**config.mk**
```make
export PLATFORM = sky130hd
export DESIGN_NAME = wall_follow_turn_controller
export DESIGN_NICKNAME = d
export VERILOG_FILES = /design/src/sv/wfc_pkg.sv /design/src/sv/wfc_cfg_regs.sv /design/src/sv/wfc_core.sv /design/src/sv/wall_follow_turn_controller.sv
export SDC_FILE = /design/constraint.sdc
export NUM_CORES = 1
export LEC_CHECK = 0
export BUFFER_PORTS_ARGS = -buffer_cell sky130_fd_sc_hd__buf_4
export CAP_MARGIN = 10
export CELL_PAD_IN_SITES_DETAIL_PLACEMENT = 0
export CELL_PAD_IN_SITES_GLOBAL_PLACEMENT = 1
export CORE_ASPECT_RATIO = 2
export CORE_UTILIZATION = 40
export DETAILED_ROUTE_END_ITERATION = 12
export PLACE_DENSITY = 0.7
export SLEW_MARGIN = 20
export SYNTH_ARGS = -nofsm -noshare
export SYNTH_HDL_FRONTEND = slang
export SYNTH_SLANG_ARGS = --single-unit
```
**constraint.sdc**
```tcl
create_clock -name i_clk -period 9.2 [get_ports i_clk]
set_input_delay 0.46 -clock i_clk [delete_from_list [all_inputs] [get_ports i_clk]]
set_output_delay 0.46 -clock i_clk [all_outputs]
set_load 0.05 [all_outputs]
```
**src/sv/wfc_pkg.sv**
```systemverilog
// Package for the wall-follow turn controller: shared types, mode and
// action codes, register indexes and step lengths. No dependencies.
`timescale 1ns / 1ps

package wfc_pkg;

    // Step lengths of the timed turn drives, in milliseconds
    localparam logic [15:0] TURN_STEP_MS = 16'd50;
    localparam logic [15:0] BACK_STEP_MS = 16'd50;
    localparam logic [15:0] LOST_STEP_MS = 16'd50;

    // Modes
    localparam logic [1:0] MODE_FWD   = 2'd0;
    localparam logic [1:0] MODE_LEFT  = 2'd1;
    localparam logic [1:0] MODE_RIGHT = 2'd2;
    localparam logic [1:0] MODE_BACK  = 2'd3;

    // Motor actions
    localparam logic [2:0] ACT_STOP  = 3'd0;
    localparam logic [2:0] ACT_FAST  = 3'd1;
    localparam logic [2:0] ACT_SLOW  = 3'd2;
    localparam logic [2:0] ACT_LOST  = 3'd3;
    localparam logic [2:0] ACT_LEFT  = 3'd4;
    localparam logic [2:0] ACT_RIGHT = 3'd5;
    localparam logic [2:0] ACT_SPIN  = 3'd6;

    // Configuration register indexes
    localparam logic [2:0] REG_FRONT_SAFE = 3'd0;
    localparam logic [2:0] REG_FRONT_SLOW = 3'd1;
    localparam logic [2:0] REG_BACK_CLEAR = 3'd2;
    localparam logic [2:0] REG_TURN_MIN   = 3'd3;
    localparam logic [2:0] REG_TURN_MAX   = 3'd4;
    localparam logic [2:0] REG_BACK_MIN   = 3'd5;
    localparam logic [2:0] REG_BACK_MAX   = 3'd6;
    localparam logic [2:0] REG_CONFIRM    = 3'd7;

    typedef struct packed {
        logic [8:0]  front_safe_cm;
        logic [8:0]  front_slow_cm;
        logic [8:0]  back_clear_cm;
        logic [15:0] turn_min_ms;
        logic [15:0] turn_max_ms;
        logic [15:0] back_min_ms;
        logic [15:0] back_max_ms;
        logic [3:0]  confirm_needed;
    } t_cfg;

    typedef struct packed {
        logic       right_wall;
        logic       left_wall;
        logic       front_ok;
        logic [8:0] front_distance;
    } t_sensor;

    typedef struct packed {
        logic        sensor_fault;
        logic [1:0]  mode_after;
        logic [15:0] drive_ms;
        logic [2:0]  motor_action;
    } t_result;

endpackage

```
**src/sv/wfc_cfg_regs.sv**
```systemverilog
// Configuration register file of the wall-follow turn controller.
// Depends on wfc_pkg for the register indexes and the t_cfg struct.
`timescale 1ns / 1ps

module wfc_cfg_regs import wfc_pkg::*; (
    input  logic        i_clk,
    input  logic        i_rst_n,
    input  logic        i_cfg_we,
    input  logic [2:0]  i_cfg_idx,
    input  logic [15:0] i_cfg_wdata,
    output t_cfg        o_cfg
);

    t_cfg r_cfg;
    t_cfg n_cfg;

    // Decode the write into the addressed register
    always_comb begin
        n_cfg = r_cfg;
        if (i_cfg_we) begin
            case (i_cfg_idx)
                REG_FRONT_SAFE: n_cfg.front_safe_cm  = i_cfg_wdata[8:0];
                REG_FRONT_SLOW: n_cfg.front_slow_cm  = i_cfg_wdata[8:0];
                REG_BACK_CLEAR: n_cfg.back_clear_cm  = i_cfg_wdata[8:0];
                REG_TURN_MIN:   n_cfg.turn_min_ms    = i_cfg_wdata;
                REG_TURN_MAX:   n_cfg.turn_max_ms    = i_cfg_wdata;
                REG_BACK_MIN:   n_cfg.back_min_ms    = i_cfg_wdata;
                REG_BACK_MAX:   n_cfg.back_max_ms    = i_cfg_wdata;
                REG_CONFIRM:    n_cfg.confirm_needed = i_cfg_wdata[3:0];
                default:        n_cfg = r_cfg;
            endcase
        end
    end

    // Registers with their reset values
    always_ff @(posedge i_clk) begin
        if (!i_rst_n) begin
            r_cfg.front_safe_cm  <= 9'd20;
            r_cfg.front_slow_cm  <= 9'd30;
            r_cfg.back_clear_cm  <= 9'd25;
            r_cfg.turn_min_ms    <= 16'd200;
            r_cfg.turn_max_ms    <= 16'd1500;
            r_cfg.back_min_ms    <= 16'd400;
            r_cfg.back_max_ms    <= 16'd2500;
            r_cfg.confirm_needed <= 4'd3;
        end else begin
            r_cfg <= n_cfg;
        end
    end

    assign o_cfg = r_cfg;

endmodule

```
**src/sv/wfc_core.sv**
```systemverilog
// Decision logic and mode state of the wall-follow turn controller.
// Depends on wfc_pkg for the codes, step lengths and structs.
`timescale 1ns / 1ps

module wfc_core import wfc_pkg::*; (
    input  logic    i_clk,
    input  logic    i_rst_n,
    input  t_cfg    i_cfg,
    input  logic    i_fire,
    input  t_sensor i_sens,
    output t_result o_res
);

    logic [1:0]  r_mode,        n_mode;
    logic [15:0] r_mode_time,   n_mode_time;
    logic [3:0]  r_confirm_run, n_confirm_run;

    logic        front_safe_fwd;
    logic        front_safe_back;
    logic        side_wall;
    logic        turn_back;
    logic        cond;
    logic [3:0]  run_upd;
    logic        confirmed;
    logic [15:0] min_ms;
    logic [15:0] max_ms;
    logic        reached_min;
    logic        reached_max;
    logic        finish;
    logic        lost;
    logic [15:0] step_ms;
    logic [15:0] remain;
    logic [15:0] drive;
    t_result     res;

    // Threshold compares and wall selection used by the mode logic
    assign front_safe_fwd  = i_sens.front_ok && (i_sens.front_distance > i_cfg.front_safe_cm);
    assign front_safe_back = i_sens.front_ok && (i_sens.front_distance > i_cfg.back_clear_cm);
    assign side_wall       = (r_mode == MODE_LEFT) ? i_sens.left_wall : i_sens.right_wall;
    assign turn_back       = (r_mode == MODE_BACK);

    // Finish condition and its saturating confirm run
    assign cond      = turn_back ? front_safe_back : side_wall;
    assign run_upd   = !cond ? 4'd0 :
                       (r_confirm_run < i_cfg.confirm_needed) ? r_confirm_run + 4'd1 :
                       r_confirm_run;
    assign confirmed = (run_upd >= i_cfg.confirm_needed);

    // Limits of the current turn mode
    assign min_ms      = turn_back ? i_cfg.back_min_ms : i_cfg.turn_min_ms;
    assign max_ms      = turn_back ? i_cfg.back_max_ms : i_cfg.turn_max_ms;
    assign reached_min = (r_mode_time >= min_ms);
    assign reached_max = (r_mode_time >= max_ms);
    assign finish      = (reached_min && confirmed) || reached_max;

    // Step length, cut to the time left before the maximum
    assign lost    = !turn_back && !i_sens.left_wall && !i_sens.right_wall && front_safe_fwd;
    assign step_ms = turn_back ? BACK_STEP_MS : (lost ? LOST_STEP_MS : TURN_STEP_MS);
    assign remain  = reached_max ? 16'd0 : (max_ms - r_mode_time);
    assign drive   = (remain > step_ms) ? step_ms : remain;

    // Next state and result
    always_comb begin
        n_mode        = r_mode;
        n_mode_time   = r_mode_time;
        n_confirm_run = r_confirm_run;
        res.motor_action = ACT_STOP;
        res.drive_ms     = 16'd0;
        res.sensor_fault = 1'b0;
        case (r_mode)
            MODE_FWD: begin
                if (!i_sens.front_ok) begin
                    res.sensor_fault = 1'b1;
                end else if (!i_sens.left_wall) begin
                    n_mode        = MODE_LEFT;
                    n_mode_time   = 16'd0;
                    n_confirm_run = 4'd0;
                end else if (front_safe_fwd) begin
                    res.motor_action = (i_sens.front_distance < i_cfg.front_slow_cm) ?
                                       ACT_SLOW : ACT_FAST;
                end else if (!i_sens.right_wall) begin
                    n_mode        = MODE_RIGHT;
                    n_mode_time   = 16'd0;
                    n_confirm_run = 4'd0;
                end else begin
                    n_mode        = MODE_BACK;
                    n_mode_time   = 16'd0;
                    n_confirm_run = 4'd0;
                end
            end
            default: begin
                // The run only moves once the minimum time has been reached
                if (reached_min) begin
                    n_confirm_run = run_upd;
                end
                if (finish) begin
                    n_mode        = MODE_FWD;
                    n_mode_time   = 16'd0;
                    n_confirm_run = 4'd0;
                end else begin
                    res.drive_ms = drive;
                    n_mode_time  = r_mode_time + drive;
                    if (turn_back) begin
                        res.motor_action = ACT_SPIN;
                    end else if (lost) begin
                        res.motor_action = ACT_LOST;
                    end else if (r_mode == MODE_LEFT) begin
                        res.motor_action = ACT_LEFT;
                    end else begin
                        res.motor_action = ACT_RIGHT;
                    end
                end
            end
        endcase
        res.mode_after = n_mode;
    end

    // State advances once per reading passed on to the result register
    always_ff @(posedge i_clk) begin
        if (!i_rst_n) begin
            r_mode        <= MODE_FWD;
            r_mode_time   <= 16'd0;
            r_confirm_run <= 4'd0;
        end else if (i_fire) begin
            r_mode        <= n_mode;
            r_mode_time   <= n_mode_time;
            r_confirm_run <= n_confirm_run;
        end
    end

    assign o_res = res;

    // Forward mode always holds a cleared timer and run
    a_fwd_clear: assert property (@(posedge i_clk) disable iff (!i_rst_n)
        r_mode == MODE_FWD |-> r_mode_time == 16'd0 && r_confirm_run == 4'd0)
        else $error("forward mode with live turn state");

    // A timed drive adds exactly its length to the mode timer
    a_time_adv: assert property (@(posedge i_clk) disable iff (!i_rst_n)
        i_fire && res.drive_ms != 16'd0 |=>
        r_mode_time == $past(r_mode_time) + $past(res.drive_ms))
        else $error("mode timer did not follow drive time");

    // A sensor fault leaves the mode untouched
    a_fault_hold: assert property (@(posedge i_clk) disable iff (!i_rst_n)
        i_fire && res.sensor_fault |=> $stable(r_mode) && $stable(r_mode_time))
        else $error("state moved on a sensor fault");

endmodule

```
**src/sv/wall_follow_turn_controller.sv**
```systemverilog
// Top level of the wall-follow turn controller: input and result registers
// around wfc_core, plus the wfc_cfg_regs register file. Uses wfc_pkg.
//
// Usage: each slave-side beat carries one sensor reading; each master-side
// beat carries the motor command it causes (exactly one per reading).
// Configuration is written through i_cfg_we / i_cfg_idx / i_cfg_wdata,
// one register per cycle; the user must write only while no reading is
// in flight, as the block itself does not enforce this. A reading waits
// in the input register until the result register is free, is then decided
// and loaded into the result register, and its command is on m_axis.
// Throughput: one reading per cycle while the result can move on. The mode
// state is updated as each reading is decided, so readings go back to back.
// Stall: when m_axis_tready is low the result holds, the input register
// still takes one more beat, and s_axis_tready drops only once both
// registers are full.
// Reset: synchronous, active low; clears both stages, the mode (forward),
// mode timer and confirm run, and loads the register reset values.
`timescale 1ns / 1ps

module wall_follow_turn_controller import wfc_pkg::*; (
    input  logic        i_clk,
    input  logic        i_rst_n,
    // Sensor reading beat
    input  logic        s_axis_tvalid,
    output logic        s_axis_tready,
    // [8:0] front_distance, [9] front_ok, [10] left_wall, [11] right_wall,
    // [15:12] zero
    input  logic [15:0] s_axis_tdata,
    // Motor command beat
    output logic        m_axis_tvalid,
    input  logic        m_axis_tready,
    // [2:0] motor_action, [18:3] drive_ms, [20:19] mode_after,
    // [21] sensor_fault, [23:22] zero
    output logic [23:0] m_axis_tdata,
    // Configuration write port
    input  logic        i_cfg_we,
    input  logic [2:0]  i_cfg_idx,
    input  logic [15:0] i_cfg_wdata
);

    t_cfg    cfg;
    t_result core_res;
    t_sensor r_in;
    logic    r_in_valid;
    t_result r_out;
    logic    r_out_valid;
    logic    out_free;
    logic    fire;
    logic    in_take;

    wfc_cfg_regs u_cfg (
        .i_clk       (i_clk),
        .i_rst_n     (i_rst_n),
        .i_cfg_we    (i_cfg_we),
        .i_cfg_idx   (i_cfg_idx),
        .i_cfg_wdata (i_cfg_wdata),
        .o_cfg       (cfg)
    );

    // Handshake between the two stages
    assign out_free      = !r_out_valid || m_axis_tready;
    assign fire          = r_in_valid && out_free;
    assign s_axis_tready = !r_in_valid || out_free;
    assign in_take       = s_axis_tvalid && s_axis_tready;

    wfc_core u_core (
        .i_clk   (i_clk),
        .i_rst_n (i_rst_n),
        .i_cfg   (cfg),
        .i_fire  (fire),
        .i_sens  (r_in),
        .o_res   (core_res)
    );

    // Input register
    always_ff @(posedge i_clk) begin
        if (!i_rst_n) begin
            r_in_valid <= 1'b0;
        end else if (in_take) begin
            r_in_valid <= 1'b1;
        end else if (fire) begin
            r_in_valid <= 1'b0;
        end
    end

    always_ff @(posedge i_clk) begin
        if (in_take) begin
            r_in <= s_axis_tdata[11:0];
        end
    end

    // Result register
    always_ff @(posedge i_clk) begin
        if (!i_rst_n) begin
            r_out_valid <= 1'b0;
        end else if (fire) begin
            r_out_valid <= 1'b1;
        end else if (m_axis_tready) begin
            r_out_valid <= 1'b0;
        end
    end

    always_ff @(posedge i_clk) begin
        if (fire) begin
            r_out <= core_res;
        end
    end

    assign m_axis_tvalid = r_out_valid;
    assign m_axis_tdata  = {2'b00, r_out};

    // A stop never carries a drive time
    a_stop_zero: assert property (@(posedge i_clk) disable iff (!i_rst_n)
        r_out_valid && r_out.motor_action == ACT_STOP |-> r_out.drive_ms == 16'd0)
        else $error("stop command with non-zero drive time");

    // A fault is only raised by a stop in forward mode
    a_fault_fwd: assert property (@(posedge i_clk) disable iff (!i_rst_n)
        r_out_valid && r_out.sensor_fault |->
        r_out.motor_action == ACT_STOP && r_out.mode_after == MODE_FWD)
        else $error("sensor fault outside a forward stop");

    // A reading waiting in the input register moves on as soon as the output frees
    a_no_bubble: assert property (@(posedge i_clk) disable iff (!i_rst_n)
        r_in_valid && out_free && !in_take |=> r_out_valid && !r_in_valid)
        else $error("input stage failed to advance");

endmodule

```
==> results.yml, run 1 <==
sta:
  fin_worst_skew_ns: 0.00861
  slew_viol_final: 0
  rsz0062_at_grt: "false"
  hold_viol_final: 0
  tightest_slew_ns: 0.968
  fmax_ghz: 0.144
  max_slew_margin_pct: 35.1
  fin_crit_sh_pct: 75.5
  setup_tns_ns: 0
  post-route-min-period_ns: 6.94
  setup_violations: 0
worst_hold_path:
  holdPathEnd: "r_in[2]"
  hold_start: "s_axis_tdata[2]"
  hp-class: "input pin to register"
  holdPathStages: 1
floorplanning:
  die-area_sq_um: 22400
  die_h_um: 210
  row_count: 76
  io_pins: 66
  initial_core_util_pct: 40.6
  die_w_um: 106
  core_area_sq_um: 21400
synthesis:
  yosysMostFrequentCell: "nand2_1"
  synthArstFlopShare_pct: 0
  synthFlopType: "dfxtp_1"
  ys_ff_latch: 153
  synth_common_cells: "nand2_1 (210), dfxtp_1 (119), a21oi_1 (110), ha_1 (82), inv_1 (64)"
  syn_inst: 1038
  synth_edf_count: 34
  synth_area_leaders: "dfxtp_1 (27%), ha_1 (12%), edfxtp_1 (12%)"
  ys_seq_area_share_pct: 39.2
  synth_area_sq_um: 8690
  synth_area_leader_cell: "dfxtp_1"
  syn_area_per_cell_sq_um: 8.37
  yosysWarningCount: 0
  synth_top_area_share_pct: 27.4
  synthDistinctLibCells: 65
critical_path:
  worstPathRequired_ns: 9.48
  crit_top_cell: "a21oi_1"
  max_stage_delay_ns: 0.85
  cp_slowest_cell: "a2111oi_1"
  critical_path.cell_chain: "nand2_1, buf_4, mux2_2, ha_1, a21oi_1, o21ai_1, a21oi_1, o311ai_1, a2111oi_1, nand4_1, nor3_1, ha_1, o21ai_0, nor2_1, o311ai_0, a21oi_1, a41o_1, o41ai_1, or4_1, a31oi_1"
  reg2regPathDepth: 20
  worstSetupPathType: "register to register"
  r2r-start: "u_core.r_mode[0]"
  critPathArrivalTime_ns: 7.22
  worstSetupStartpoint: "u_core.r_mode[0]"
  crit_fanout: 31
  r2r_slack_ns: 2.26
  worstSetupEndpointType: "register"
  reg2reg_to: "u_core.r_mode_time[15]"
  critPathLaunchType: "register"
cts:
  hold_buffers: 0
  cts_setup_buffers: 0
  clk_latency_ns: 0.44
  clock_path_buffers: 2
  cts-buffers-inserted: 17
  cts-resized-gates: 0
  cts_root_buf: "clkbuf_16"
  clk_pin_slew_ns: 0.06
  htreeDepth: 4
  clock_sinks: 153
  cts_tree: "done"
grt:
  grtUsageTotal_pct: 23.5
  grt_pass1_wl_um: 39300
  antenna_found_initial: 0
  grt.overflow.total: 0
  first_global_vias: 7276
  grt_max_degree: 85
drt:
  antenna_left: 0
  wl_um: 25000
  dr.pass1.iters: 5
  drc: 0
  detail_route.wl_per_cell_um: 18.0
  viasPerCell: 5.38
  drtIter0Drc: 263
  num_vias: 7466
run_status:
  outcome: "complete, no violations"
power:
  finalPower_mw: 1.59
  ir_drop_mv: 0.146
  p_leak_nw: 4.22
  power_density_nw_per_um2: 159
layout:
  fin_util_pct: 46.8
  stdcell_count: 1388
  antenna_cells: 0
  finish.net_count: 1226
  filler_cell_count: 2157
  area_growth_pct: 15.2
  fin_area_sq_um: 10000
  drive_above_1_share_pct: 11.4
placement:
  placed_area_sq_um: 9460
  portBuffers: 59
  dp_hpwl_um: 18800
  place_inst: 1356
  place_congestion: 0.870
run:
  drv_cap: 0
[kinds of logic (layout without fill, tap and decap cells)]
| family | after synthesis | after routing | share of synthesized area (%) |
|---|---|---|---|
| AO/OA/AOI/OAI | 241 | 241 | 17.1 |
| XOR/XNOR | 18 | 18 | 1.81 |
| adder cells (fa/ha/maj) | 84 | 84 | 12.3 |
| buffers and inverters | 107 | 164 | 4.74 |
| flip-flops | 153 | 153 | 39.2 |
| multiplexers | 37 | 37 | 4.49 |
| other | 1 | 21 | 0.0432 |
| AND/OR/NAND/NOR | 397 | 397 | 20.4 |
[where the power goes]
group | internal, mW | switching, mW | total, mW
Clock | 0.387 | 0.290 | 0.677
Sequential | 0.708 | 0.0122 | 0.720
Combinational | 0.0684 | 0.126 | 0.195
[how the worst max path moves through the flow]
stage	endpoint	cells after the start
after CTS	u_core.r_mode_time[15]	21
after detailed placement	u_core.r_mode_time[15]	21
after global routing	u_core.r_mode_time[15]	21
after floorplan	u_core.r_mode_time[10]	26
final	u_core.r_mode_time[15]	20
after global placement	u_core.r_mode_time[15]	21
[worst max-delay path: cells and delay by family (launching register included)]
kind	cells	cell delay (ns)
flip-flops	1	0.39
adder cells (fa/ha/maj)	2	0.65
buffers and inverters	1	0.49
AO/OA/AOI/OAI	11	3.62
AND/OR/NAND/NOR	5	1.15
multiplexers	1	0.43
[through the flow]
stage	hold slack, ns	setup WS, ns
floorplan	0.433	3.67
global placement	0.439	2.28
detailed placement	0.446	2.27
CTS	0.178	2.26
global route	0.178	1.90
finish	0.196	2.26
[placed cells by master, fill, tap and decap left out, types with 3 or more instances in the layout]
| cell type | netlist | final |
|---|---|---|
| nand2_1 | 210 | 210 |
| dfxtp_1 | 119 | 119 |
| a21oi_1 | 110 | 110 |
| ha_1 | 82 | 82 |
| buf_4 | 2 | 68 |
| inv_1 | 64 | 63 |
| nor2_1 | 60 | 60 |
| nand3_1 | 34 | 34 |
| edfxtp_1 | 34 | 34 |
| o21ai_0 | 33 | 33 |
| mux2i_1 | 21 | 21 |
| conb_1 | 1 | 21 |
| o211ai_1 | 19 | 19 |
| nand2b_1 | 17 | 17 |
| clkbuf_16 | 0 | 17 |
| a21o_1 | 16 | 16 |
| mux2_2 | 16 | 16 |
| xnor2_1 | 13 | 13 |
| nand4_1 | 12 | 12 |
| nor3_1 | 13 | 12 |
| nor2b_1 | 10 | 10 |
| a22oi_1 | 9 | 9 |
| and3_1 | 8 | 8 |
| a211oi_1 | 7 | 7 |
| or2_2 | 6 | 6 |
| and2_1 | 6 | 6 |
| a31oi_1 | 6 | 6 |
| xor2_1 | 5 | 5 |
| nor4_1 | 5 | 4 |
| or4_1 | 4 | 4 |
| clkinvlp_4 | 0 | 4 |
| o21a_1 | 3 | 3 |
| a221oi_1 | 3 | 3 |
| a211o_1 | 3 | 3 |
| o21ai_1 | 3 | 3 |
| o21bai_1 | 3 | 3 |
| o21ba_2 | 3 | 3 |
| clkbuf_1 | 37 | 3 |
[per-layer routing]
layer  GRT usage [%]  vias up  wire [um]
li1                -     3752          -
met1            23.1     3542       9180
met2            46.7      129      14400
met3            3.34       43        529
met4            10.7        0        887
met5               0        -          0
[registers in the layout (all words and copies together) (netlist names)]
register and cells:
m_axis_tdata 22, m_axis_tvalid 1, r_in 12, r_in_valid 1, u_cfg.o_cfg 95, u_core.r_confirm_run 4
u_core.r_mode 2, u_core.r_mode_time 16
[final cells by class]
type,count,area [sq um],area share (%)
multi-input combinational,798,4960,49.5
sequential,153,3400,34.0
timing repair buffer,68,510,5.10
clock buffer,22,464,4.64
tap,273,342,3.41
inverter,64,240,2.40
clock inverter,10,93.8,0.937
No activity file was read; power rests on OpenSTA's default activity.
==> run 2: changes to the inputs <==
--- a/config.mk
+++ b/config.mk
@@ -5,6 +5,7 @@
 export SDC_FILE = /design/constraint.sdc
 export NUM_CORES = 1
 export LEC_CHECK = 0
+export ABC_AREA = 1
 export BUFFER_PORTS_ARGS = -buffer_cell sky130_fd_sc_hd__buf_4
 export CAP_MARGIN = 10
 export CELL_PAD_IN_SITES_DETAIL_PLACEMENT = 0
@@ -12,7 +13,7 @@
 export CORE_ASPECT_RATIO = 2
 export CORE_UTILIZATION = 40
 export DETAILED_ROUTE_END_ITERATION = 12
-export PLACE_DENSITY = 0.7
+export PLACE_DENSITY = 0.75
 export SLEW_MARGIN = 20
 export SYNTH_ARGS = -nofsm -noshare
 export SYNTH_HDL_FRONTEND = slang
==> constraint.sdc (replaced) <==
create_clock -name i_clk -period 6.2 [get_ports i_clk]
set_input_delay 0.31 -clock i_clk [delete_from_list [all_inputs] [get_ports i_clk]]
set_output_delay 0.31 -clock i_clk [all_outputs]
set_load 0.05 [all_outputs]
==> run 2 against run 1 <==
Net effect:
- sequential cell count stayed put
- final area is 5.2% higher
- cell count is 19% higher
- register-to-register slack worse by 1.4 ns
- critical path type unchanged
- critical path depth is 9 higher
- sequential share of layout area is 1.7 points lower
- sequential power is 50% higher
==> results.yml, run 2 <==
run_status:
  outcome: "complete, no violations"
placement:
  placed_area_sq_um: 9920
  place_inst: 1613
  place_congestion: 0.889
  place_ws_ns: 0.813
  dp_hpwl_um: 19800
  portBuffers: 59
layout:
  fin_util_pct: 46.7
  drive_above_1_share_pct: 8.50
  final_common_cell: "nand2_1"
  regArea_sq_um: 3400
  fin_area_sq_um: 10500
  largest_reg_flops: 95
  filler_cell_count: 2344
  area_growth_pct: 15.2
  finish.net_count: 1476
  stdcell_count: 1645
  antenna_cells: 0
  layout_common_cells: "nand2_1 (324), nor2_1 (180), inv_1 (160)"
  multi_input_area_sq_um: 5060
synthesis:
  synth_common_cells: "nand2_1 (324), nor2_1 (180), inv_1 (160), dfxtp_1 (119), o21ai_0 (84)"
  syn_area_per_cell_sq_um: 7.14
  synthDistinctLibCells: 43
  synthFlopType: "dfxtp_1"
  ys_seq_area_share_pct: 37.2
  synth_area_leaders: "dfxtp_1 (26%), nand2_1 (13%), ha_1 (11%)"
  synth_area_sq_um: 9150
  synth_area_leader_cell: "dfxtp_1"
  yosysWarningCount: 0
  synth_edf_count: 34
  syn_inst: 1282
  synth_top_area_share_pct: 26.0
  synthArstFlopShare_pct: 0
  ys_ff_latch: 153
  yosysMostFrequentCell: "nand2_1"
drt:
  route.met2.wl_um: 14300
  drt-met1-wl_um: 9670
  detail_route.wl_per_cell_um: 15.5
  top_layer_used: "met4"
  wl_um: 25500
  num_vias: 8185
  viasPerCell: 4.98
  drtIter0Drc: 349
  drc: 0
  antenna_left: 0
  wl_met3_um: 507
  dr.pass1.iters: 5
sta:
  tightest_slew_ns: 0.950
  setup_tns_ns: 0
  whs_ns: 0.0399
  fin_worst_skew_ns: 0.0136
  max_slew_margin_pct: 36.7
  slew_viol_final: 0
  hold_viol_final: 0
  setup_violations: 0
  fin_ws_ns: 0.816
  post-route-min-period_ns: 5.38
  rsz0062_at_grt: "false"
  fin_crit_sh_pct: 86.8
  fmax_ghz: 0.186
critical_path:
  critPathArrivalTime_ns: 5.75
  crit_top_cell: "nand2_1"
  max_stage_delay_ns: 0.47
  r2r_slack_ns: 0.82
  critPathLaunchType: "register"
  worstPathRequired_ns: 6.56
  cp_slowest_cell: "fa_1"
  r2r-start: "u_core.r_mode[0]"
  crit_fanout: 33
  worstSetupPathType: "register to register"
  worstSetupEndpointType: "register"
  worstSetupStartpoint: "u_core.r_mode[0]"
  reg2regPathDepth: 29
  reg2reg_to: "u_core.r_mode_time[14]"
worst_hold_path:
  holdPathEnd: "r_in[6]"
  hold_start: "s_axis_tdata[6]"
  holdPathStages: 1
  hp-class: "input pin to register"
floorplanning:
  die_h_um: 216
  initial_core_util_pct: 40.6
  die-area_sq_um: 23500
  io_pins: 66
  die_w_um: 109
  row_count: 78
  core_area_sq_um: 22500
cts:
  htreeDepth: 4
  clk_latency_ns: 0.44
  clock_path_buffers: 2
  clk_pin_slew_ns: 0.07
  cts-resized-gates: 0
  clock_sinks: 153
  cts_tree: "done"
  cts-buffers-inserted: 17
  cts_setup_buffers: 0
  cts_root_buf: "clkbuf_16"
  hold_buffers: 0
grt:
  grt_pass1_wl_um: 40200
  grt.overflow.total: 0
  grtUsageTotal_pct: 22.9
  first_global_vias: 7751
  antenna_found_initial: 0
  grt_max_degree: 96
power:
  ir_drop_mv: 0.187
  finalPower_mw: 2.60
  p_leak_nw: 5.27
  power_density_nw_per_um2: 247
run:
  drv_cap: 0
-- run 2: changes by cell type after synthesis, moves of 9 or more --
cell      change
nand2b_1     -17
o21ai_0      +51
a21oi_1      -30
mux2_2       -16
inv_1        +96
a22oi_1       -9
nor2b_1      -10
nand2_1     +114
nand3_1      +38
nor2_1      +120
a21o_1       -14
-- run 2: worst max path at each step --
stage / cells past startpoint / slack [ns] / to
2_1_floorplan: 29 / 1.76 / u_core.r_mode_time[14]
3_3_place_gp: 29 / 0.83 / u_core.r_mode_time[14]
3_5_place_dp: 29 / 0.81 / u_core.r_mode_time[14]
4_1_cts: 29 / 0.77 / u_core.r_mode_time[14]
5_1_grt: 28 / 0.44 / u_core.r_mode_time[14]
6_report: 29 / 0.82 / u_core.r_mode_time[14]
-- run 2: critical path: cells and delay by family, from the launching register on --
family / cells / cell delay, ns
fa+ha+maj: 4 / 1.20
flops: 1 / 0.34
mux: 1 / 0.28
simple gates: 15 / 1.98
buf+inv: 6 / 0.98
compound gates: 3 / 0.50
-- run 2: power by group --
group | internal, mW | switching (mW)
clock | 0.640 | 0.452
combinational | 0.137 | 0.289
sequential | 1.06 | 0.0194
-- run 2: cell families after synthesis --
kind of cell,synth area share [%]
adder cells (fa/ha/maj),11.7
flip-flops,37.2
AND/OR/NAND/NOR,28.2
multiplexers,1.75
XOR/XNOR,1.53
buffers and inverters,8.36
AO/OA/AOI/OAI,11.3
other,0.0410
-- run 2: area by class of cell --
cell class	count	area share (%)
well taps	280	3.33
multi-input cells	950	48.0
inverters	164	5.84
clock inverters	15	1.79
flip-flops and latches	153	32.3
clock buffers	17	4.04
repair buffers	66	4.70
-- run 2: per-layer routing --
metal  track usage (%)  vias up
met5                 0        -
met2              43.0      150
li1                  -     4274
met1              23.6     3709
met3              2.99       52
met4              12.0        0
==> run 3: changes to the inputs <==
--- a/config.mk
+++ b/config.mk
@@ -13,6 +13,7 @@
 export CORE_ASPECT_RATIO = 2
 export CORE_UTILIZATION = 40
 export DETAILED_ROUTE_END_ITERATION = 12
+export GPL_TIMING_DRIVEN = 0
 export PLACE_DENSITY = 0.75
 export SLEW_MARGIN = 20
 export SYNTH_ARGS = -nofsm -noshare
==> run 3 against run 2 <==
Net effect:
- non-clock buffer count up 24
- global-route usage up 1.9 points
- routed wire length up 7.9%
- hold slack better by 0.0095 ns
- first-iteration DRC count up 8.0%
- cell count up 1.5%
- total power down 0.24%
- sequential share of layout area down 0.21 points
- fmax down 7.6%
- clock skew down 0.00062 ns
- via count up 2.2%
- highest routed layer unchanged
==> results.yml, run 3 (synthesis results as in run 2) <==
run_status:
  outcome: "complete, no violations"
drt:
  top_layer_used: "met4"
  num_vias: 8363
  wl_um: 27600
  drc: 0
  wl_met3_um: 534
  viasPerCell: 5.01
  antenna_left: 0
  detail_route.wl_per_cell_um: 16.5
  dr.pass1.iters: 5
  drtIter0Drc: 377
  drt-met1-wl_um: 9970
  route.met2.wl_um: 16000
critical_path:
  critPathArrivalTime_ns: 6.11
  max_stage_delay_ns: 0.41
  critPathLaunchType: "register"
  worstPathRequired_ns: 6.48
  worstSetupEndpointType: "register"
  cp_slowest_cell: "fa_1"
  crit_fanout: 10
  crit_top_cell: "nand2_1"
  worstSetupPathType: "register to register"
floorplanning:
  die_w_um: 109
  row_count: 78
  io_pins: 66
  die-area_sq_um: 23500
  die_h_um: 216
  core_area_sq_um: 22500
  initial_core_util_pct: 40.6
power:
  ir_drop_mv: 0.193
  power_density_nw_per_um2: 244
  p_leak_nw: 5.28
  finalPower_mw: 2.59
sta:
  whs_ns: 0.0494
  fmax_ghz: 0.172
  tightest_slew_ns: 0.848
  hold_viol_final: 0
  fin_crit_sh_pct: 94.0
  setup_violations: 0
  fin_worst_skew_ns: 0.0130
  post-route-min-period_ns: 5.83
  fin_ws_ns: 0.374
  setup_tns_ns: 0
  max_slew_margin_pct: 43.4
  slew_viol_final: 0
  rsz0062_at_grt: "false"
grt:
  antenna_found_initial: 0
  grt.overflow.total: 0
  grt_max_degree: 24
  grt_pass1_wl_um: 43100
  first_global_vias: 8280
  grtUsageTotal_pct: 24.7
layout:
  finish.net_count: 1500
  fin_util_pct: 47.0
  antenna_cells: 0
  fin_area_sq_um: 10600
  largest_reg_flops: 95
  filler_cell_count: 2321
  layout_common_cells: "nand2_1 (324), nor2_1 (180), inv_1 (160)"
  drive_above_1_share_pct: 7.92
  area_growth_pct: 15.9
  stdcell_count: 1669
  final_common_cell: "nand2_1"
cts:
  cts_setup_buffers: 0
  cts_root_buf: "clkbuf_16"
  clock_path_buffers: 2
  clk_latency_ns: 0.44
  hold_buffers: 0
  htreeDepth: 4
  cts-buffers-inserted: 17
  clk_pin_slew_ns: 0.06
  cts_tree: "done"
  clock_sinks: 153
placement:
  place_ws_ns: -0.129
  place_inst: 1637
  dp_hpwl_um: 22400
  place_congestion: 0.934
  portBuffers: 55
  placed_area_sq_um: 9990
worst_hold_path:
  hp-class: "input pin to register"
run:
  drv_cap: 0
## run 3: cell types whose count changed in the layout (fill, tap and decap cells not counted), sizes merged
cell,before,now
clkbuf,17,52
inv,167,163
bufinv,3,2
buf,66,60
## run 3: power breakdown
group          internal (mW)  leakage (nW)  total [mW]  switching, mW
clock network          0.650         0.297        1.07          0.422
registers               1.06          1.29        1.08         0.0204
logic                  0.139          3.70       0.438          0.300
total                   1.85          5.28        2.59          0.742
## run 3: repair_timing
action                                  in CTS  in global routing
endpoints found under the setup margin       4                  4
gates cloned                                 0                  0
resized for setup                            1                  2
## run 3: path summary, 6_finish.rpt
kind              depth (start not counted)                endpoint             start  slack [ns]
hold / removal                            1                 r_in[8]   s_axis_tdata[8]        0.05
setup reg to reg                         29  u_core.r_mode_time[14]  u_core.r_mode[0]        0.37
setup / recovery                         29  u_core.r_mode_time[14]  u_core.r_mode[0]        0.37
hold reg to reg                           2         u_cfg.o_cfg[12]   u_cfg.o_cfg[12]        0.46
## run 3: area by class of cell
cell class              instances  area, sq um  share of cell area [%]
repair buffers                 55          413                    3.89
plain buffers                  35          149                    1.40
multi-input cells             950         5060                    47.7
inverters                     164          619                    5.84
well taps                     280          350                    3.30
clock buffers                  22          497                    4.68
flip-flops and latches        153         3400                    32.1
clock inverters                10          114                    1.07
## run 3: critical path: cells and delay by family, from the launching register on
kind	cells	cell delay [ns]
AO/OA/AOI/OAI	4	1.01
adder cells (fa/ha/maj)	3	0.95
buffers and inverters	6	1.10
flip-flops	1	0.33
AND/OR/NAND/NOR	16	2.29
## run 3: layer usage
layer / vias up / global-route usage (%)
met5: - / 0
met3: 49 / 3.17
met4: 0 / 11.4
met2: 149 / 49.5
met1: 3836 / 23.5
li1: 4329 / -
